<file path="src/hw/rtl/chcp_pkg.sv">
// shared types, constants and hash functions for the cuckoo hash block
package chcp_pkg;

  localparam int TABLE_SIZE  = 1024;
  localparam int KEY_WORDS   = 4;
  localparam int KICK_LIMIT  = 1024;
  localparam int IN_WORDS    = (KEY_WORDS < 4) ? KEY_WORDS : 4;
  localparam int NSLOTS      = 2 * TABLE_SIZE;
  localparam int SLOT_W      = $clog2(NSLOTS);
  localparam int HALF_W      = $clog2(TABLE_SIZE);
  localparam int KICK_W      = $clog2(KICK_LIMIT + 1);
  localparam int ENTRY_W     = 32 * KEY_WORDS + 32;

  localparam logic [2:0]  CFG_KEY_WORDS = 3'd0;
  localparam logic [2:0]  CFG_MISS_CODE = 3'd1;
  localparam logic [2:0]  CFG_HIT_CODE  = 3'd2;
  localparam logic [31:0] MISS_RST      = 32'd3153797;
  localparam logic [31:0] HIT_RST       = 32'd3153800;

  localparam logic FUNC_BUILD = 1'b0;
  localparam logic FUNC_PROBE = 1'b1;

  typedef struct packed {
    logic        func;
    logic [31:0] key_word0;
    logic [31:0] key_word1;
    logic [31:0] key_word2;
    logic [31:0] key_word3;
    logic [31:0] tuple_count;
  } in_item_t;

  typedef struct packed {
    logic        hit;
    logic [31:0] match_value;
    logic [31:0] count_out;
    logic        status;
  } out_item_t;

  typedef logic [KEY_WORDS-1:0][31:0] key_t;

  typedef enum logic [3:0] {
    ST_IDLE, ST_CLEAR, ST_HASHB, ST_RD1, ST_CMP1, ST_RD2, ST_CMP2,
    ST_KHASH, ST_KHASHB, ST_KRD, ST_KSWAP, ST_DONE
  } state_t;

  function automatic logic [HALF_W-1:0] hash_a(key_t k, logic [2:0] n);
    logic [31:0] h;
    h = '0;
    for (int i = 0; i < IN_WORDS; i++)
      if (i < n) h = (h << 1) + k[i];
    return h[HALF_W-1:0];
  endfunction

  function automatic logic [31:0] hb_term(logic [31:0] w);
    return w ^ (w >> 3);
  endfunction

  function automatic logic [HALF_W-1:0] hb_fold(logic [31:0] h);
    logic [31:0] t;
    t = h ^ (h >> 3);
    return t[HALF_W-1:0];
  endfunction

endpackage

</file>
<file path="src/hw/rtl/chcp_hashb.sv">
// second hash, one key word per cycle through one multiplier
module chcp_hashb import chcp_pkg::*; (
  input  logic              clk,
  input  logic              rst_n,
  input  logic              start,
  input  key_t              key,
  input  logic [2:0]        n,
  output logic              done,
  output logic [HALF_W-1:0] slot
);
  logic [31:0] h_r, h_nxt;
  logic [2:0]  i_r, i_nxt;
  logic        busy_r, busy_nxt;
  logic [1:0]  idx;
  logic [63:0] prod;

  assign idx  = i_r[1:0];
  assign prod = 64'(h_r) * 64'(hb_term(key[idx]));
  assign slot = hb_fold(h_r);

  always_comb begin
    h_nxt = h_r; i_nxt = i_r; busy_nxt = busy_r; done = 1'b0;
    if (start) begin
      h_nxt = 32'd1; i_nxt = '0; busy_nxt = 1'b1;
    end else if (busy_r) begin
      if (i_r >= n) begin
        done = 1'b1; busy_nxt = 1'b0;
      end else begin
        h_nxt = prod[31:0]; i_nxt = i_r + 3'd1;
      end
    end
  end

  always_ff @(posedge clk) begin
    if (!rst_n) begin
      busy_r <= 1'b0;
    end else begin
      busy_r <= busy_nxt;
    end
    h_r <= h_nxt;
    i_r <= i_nxt;
  end
endmodule

</file>
<file path="config.mk">
export PLATFORM = sky130hd
export DESIGN_NAME = chcp_hashb
export DESIGN_NICKNAME = d
export VERILOG_FILES = /design/src/hw/rtl/chcp_pkg.sv /design/src/hw/rtl/chcp_hashb.sv
export SDC_FILE = /design/constraint.sdc
export NUM_CORES = 1
export LEC_CHECK = 0
export BUFFER_PORTS_ARGS = -buffer_cell sky130_fd_sc_hd__buf_2
export CAP_MARGIN = 20
export CORE_MARGIN = 3
export CORE_UTILIZATION = 35
export CTS_BUF_LIST = sky130_fd_sc_hd__clkbuf_4 sky130_fd_sc_hd__clkbuf_8
export CTS_CLUSTER_SIZE = 14
export DETAILED_ROUTE_END_ITERATION = 10
export PLACE_DENSITY = 0.69
export RECOVER_POWER = 100
export SYNTH_ARGS = -nofsm -noshare
export SYNTH_HDL_FRONTEND = slang
export SYNTH_SLANG_ARGS = --single-unit
</file>
<file path="constraint.sdc">
create_clock -name clk -period 11.4 [get_ports clk]
set_input_delay 1.14 -clock clk [delete_from_list [all_inputs] [get_ports clk]]
set_output_delay 1.14 -clock clk [all_outputs]
set_load 0.1 [all_outputs]
</file>
==> run_results.csv <==
group,metric,value,unit
sta,postLayoutSetupSlackWorst,3.78,ns
clock_tree,cts-root-buf,"sky130_fd_sc_hd__clkbuf_8",
route,drcViolationCount,0,
grt,groute.layer.met1.usage,0.193,
route,dr_total_vias,2981,
power_and_ir_drop,power_density,244,mW/mm²
floorplanning,die_height,112,µm
synthesis,post_synth_num_cell_types,31,
power_and_ir_drop,pwr-share-seq,0.102,
final_layout,final_layout_size_suffix_gt1_frac,0.184,
critical_path,worst_ep_arrival_time,7.79,ns
route,wire_per_inst,14.4,µm
sta,max-slew-margin-rel,0.201,
place,post_detail_place_hpwl,7.40,mm
grt,grt_first_pass_wirelength,15.2,mm
route,detail_route.vias_per_cell,4.82,
sta,slew_violations,0,
clock_tree,clkTransAtPathRegs,0.06,ns
status,outcome,"finished clean",
floorplanning,dieWidth,112,µm
grt,globalRoute.totalOverflow,0,
grt,grt.busiest_layer,"met2",
final_layout,fin_cells,619,
final_layout,antenna_cells_inserted,0,
clock_tree,clock_sink_count,17,
power_and_ir_drop,p_clk_frac,0.039,
power_and_ir_drop,p_comb_frac,0.859,
grt,vias_in_the_first_global_route,3232,
critical_path,crit_required,11.58,ns
route,dr.first_iter.drc_count,113,
final_layout,post_layout_utilization_of_the_core,0.410,
sta,rsz0062_at_grt,"false",
synthesis,netlist_area,0.00397,mm²
power_and_ir_drop,swShare,0.562,
place,place.port_buffers,80,
grt,grt_start_max_net_pins,20,
critical_path,cp_slowest_cell,"sky130_fd_sc_hd__dfxtp_1",
place,place_inst,615,
synthesis,syn_area_cell,9.58,µm²
clock_tree,post_cts.repair.setup_buffers,0,
floorplanning,ioPinCount,145,
grt,met3_use_gr,0.00647,
synthesis,synth.ff_latch_count,17,
critical_path,timing.critical_path.slowest_cell_delay,0.89,ns
grt,gr-usage-met2,0.262,
route,antenna_left,0,
route,drt_first_pass_iters,4,
clock_tree,tritoncts.num_buffers,3,
job,cap_violations,0,
clock_tree,h-tree-depth,1,
synthesis,largest_family_of_logic_cells_by_synthesized_area,"adder cells",
synthesis,synth_compound_gate_area_share,0.0476,
grt,grt_util_all_layers,0.144,
synthesis,synth_edf_count,0,
sta,report.final.setup_viol,0,
critical_path,setup.worst_path.end_class,"flip-flop",
synthesis,muxShareOfSynthArea,0.103,
critical_path,path_buf_inv,3,
sta,finalHoldViolations,0,
power_and_ir_drop,total_leakage_power,2.22,nW
synthesis,gate_count_post_synth,414,
critical_path,timing.critical_path.cells,"mux4_2 > xor2_1 > nand2_1 > fa_1 > fa_1 > fa_1 > inv_1 > fa_1 > ha_1 > ha_1 > inv_1 > fa_1 > fa_1 > inv_1 > ha_1 > a21oi_1 > o21ai_0 > a31oi_1 > xnor2_1 > mux2i_1 > nor2_1",
clock_tree,cts_repair_resized_insts,0,
synthesis,yosysWarnings,0,
power_and_ir_drop,total_power,1.10,mW
place,pre_cts_slack,3.57,ns
floorplanning,die_outline_area,0.0126,mm²
floorplanning,row_count,38,
final_layout,nNetsFinal,709,
power_and_ir_drop,net_switching_power,0.615,mW
sta,worst_slew_pin_slew,1.20,ns
sta,achievable-frequency,0.131,GHz
synthesis,yosys.area_share.adder,0.385,
power_and_ir_drop,worst_ir_drop_vdd,0.129,mV
final_layout,area_growth_syn_to_layout,13.0,%
sta,timing.final.crit_share,0.668,
place,gp_congestion,0.822,
critical_path,critical-path-top-delay-family,"adder cells",
clock_tree,cts_tree,"yes",
floorplanning,floorplan.initialDensity,0.363,
hold_path,hold_start,"i_r[2]",
floorplanning,core,0.0109,mm²
critical_path,worstSetupStartpointType,"flip-flop",
synthesis,async_set_reset_flop_share_out_of_synthesis,0,
clock_tree,cts_buffer_depth,2,
sta,clock-skew-final,0.00145,ns
sta,final.setup.tns,0,ns
hold_path,min-delay-path-class,"reg -> reg",
clock_tree,cts.hold.buffers_added,0,
clock_tree,worstSkewPairLatency,0.24,ns
grt,antenna_found_initial,0,
synthesis,synthFlopType,"sky130_fd_sc_hd__dfxtp_1",
critical_path,startpoint,"i_r[0]",
final_layout,fillers,1122,
synthesis,post_synth_xor_area_fraction,0.153,
critical_path,worstReg2RegStart,"i_r[0]",
critical_path,cp_common_cell,"sky130_fd_sc_hd__fa_1",
route,drt_wl_total,8.92,mm
critical_path,worstSetupPathType,"reg -> reg",
critical_path,critical_path_peak_fanout,17,
synthesis,synth_nets,643,
power_and_ir_drop,power_report.internal_total,0.480,mW
synthesis,synth_sequential_area_ratio,0.0858,
sta,period_minus_slack,7.62,ns
synthesis,simple_gate_fraction_of_synth_area,0.140,
[power groups by stage]
stage / Sequential, mW / Clock [mW] / Combinational [mW]
after global routing: 0.115 / 0.0460 / 1.09
after floorplan: 0.0783 / 0 / 0.799
after detailed placement: 0.113 / 0 / 0.950
final: 0.112 / 0.0425 / 0.940
after global placement: 0.112 / 0 / 0.934
after CTS: 0.111 / 0.0437 / 0.963
[worst register-to-register path: stages (launching register included)]
cell	delay [ns]
sky130_fd_sc_hd__dfxtp_1	0.89
sky130_fd_sc_hd__mux4_2	0.67
sky130_fd_sc_hd__xor2_1	0.82
sky130_fd_sc_hd__nand2_1	0.17
sky130_fd_sc_hd__fa_1	0.50
sky130_fd_sc_hd__fa_1	0.52
sky130_fd_sc_hd__fa_1	0.55
sky130_fd_sc_hd__inv_1	0.05
sky130_fd_sc_hd__fa_1	0.44
sky130_fd_sc_hd__ha_1	0.30
sky130_fd_sc_hd__ha_1	0.27
sky130_fd_sc_hd__inv_1	0.05
sky130_fd_sc_hd__fa_1	0.51
sky130_fd_sc_hd__fa_1	0.55
sky130_fd_sc_hd__inv_1	0.04
sky130_fd_sc_hd__ha_1	0.31
sky130_fd_sc_hd__a21oi_1	0.14
sky130_fd_sc_hd__o21ai_0	0.13
sky130_fd_sc_hd__a31oi_1	0.28
sky130_fd_sc_hd__xnor2_1	0.17
sky130_fd_sc_hd__mux2i_1	0.09
sky130_fd_sc_hd__nor2_1	0.11
[stage by stage]
step / instance area [µm²] / hold WS, ns
floorplan: 3970 / 0.470
global placement: 4450 / 0.504
detailed placement: 4450 / 0.516
CTS: 4490 / 0.535
global route: 4480 / 0.580
finish: 4480 / 0.529
[registers in the layout, summed over array words and instances (netlist names)]
register and count:
h_r 13, i_r 3, busy_r 1
[cells in the final DEF (no fill, tap or decap), drive strengths merged, types with 4 or more instances in the layout]
cell / netlist / layout
a21o: 6 / 6
a21oi: 6 / 6
a22o: 5 / 5
and2: 52 / 52
buf: 4 / 70
clkbuf: 16 / 14
dfxtp: 17 / 17
fa: 45 / 45
ha: 50 / 50
inv: 64 / 64
mux4: 16 / 16
nand2: 48 / 48
nor2: 4 / 4
o21ai: 8 / 8
xnor2: 24 / 24
xor2: 36 / 36
[layout make-up]
type / count / area (µm²) / share of cell area
multi-input combinational: 313 / 3280 / 0.733
timing repair buffer: 81 / 394 / 0.0880
sequential: 17 / 340 / 0.0760
inverter: 64 / 240 / 0.0536
tap: 140 / 175 / 0.0391
clock buffer: 3 / 41.3 / 0.00922
clock inverter: 1 / 5.00 / 0.00112
[final timing paths]
path,to,slack (ns),cells after the start
min,i_r[2],0.53,2
max reg2reg,h_r[12],3.78,21
max,h_r[12],3.78,21
min reg2reg,i_r[2],0.53,2
[per-layer routing]
metal | wire, µm | up-vias
met5 | 0 | -
met4 | 134 | 0
met3 | 498 | 8
met2 | 4450 | 100
met1 | 3830 | 1433
li1 | - | 1440
[cell families after synthesis]
kind of cell / after synthesis
compound gates: 29
xor+xnor: 63
fa+ha+maj: 95
buf+inv: 84
flops: 17
mux: 18
simple gates: 108
[cells in the mapped netlist (2+ instances only)]
cell type | count | area share
sky130_fd_sc_hd__xnor3_1 | 3 | 0.017
sky130_fd_sc_hd__fa_1 | 45 | 0.23
sky130_fd_sc_hd__dfxtp_1 | 17 | 0.086
sky130_fd_sc_hd__mux2i_1 | 2 | 0.0050
sky130_fd_sc_hd__mux4_2 | 9 | 0.051
sky130_fd_sc_hd__xor2_1 | 34 | 0.075
sky130_fd_sc_hd__o21ai_0 | 8 | 0.010
sky130_fd_sc_hd__nor2_1 | 4 | 0.0038
sky130_fd_sc_hd__ha_1 | 50 | 0.16
sky130_fd_sc_hd__xnor2_1 | 24 | 0.053
sky130_fd_sc_hd__clkbuf_1 | 16 | 0.015
sky130_fd_sc_hd__mux4_1 | 7 | 0.046
sky130_fd_sc_hd__a22o_1 | 5 | 0.011
sky130_fd_sc_hd__nand2_1 | 47 | 0.044
sky130_fd_sc_hd__xor2_2 | 2 | 0.0082
sky130_fd_sc_hd__a21oi_1 | 6 | 0.0076
sky130_fd_sc_hd__and2_2 | 2 | 0.0038
sky130_fd_sc_hd__o21bai_1 | 2 | 0.0038
sky130_fd_sc_hd__buf_2 | 2 | 0.0025
sky130_fd_sc_hd__a21o_1 | 6 | 0.011
sky130_fd_sc_hd__and2_1 | 50 | 0.079
sky130_fd_sc_hd__inv_1 | 64 | 0.061
Power figures use the tool's default switching activity.
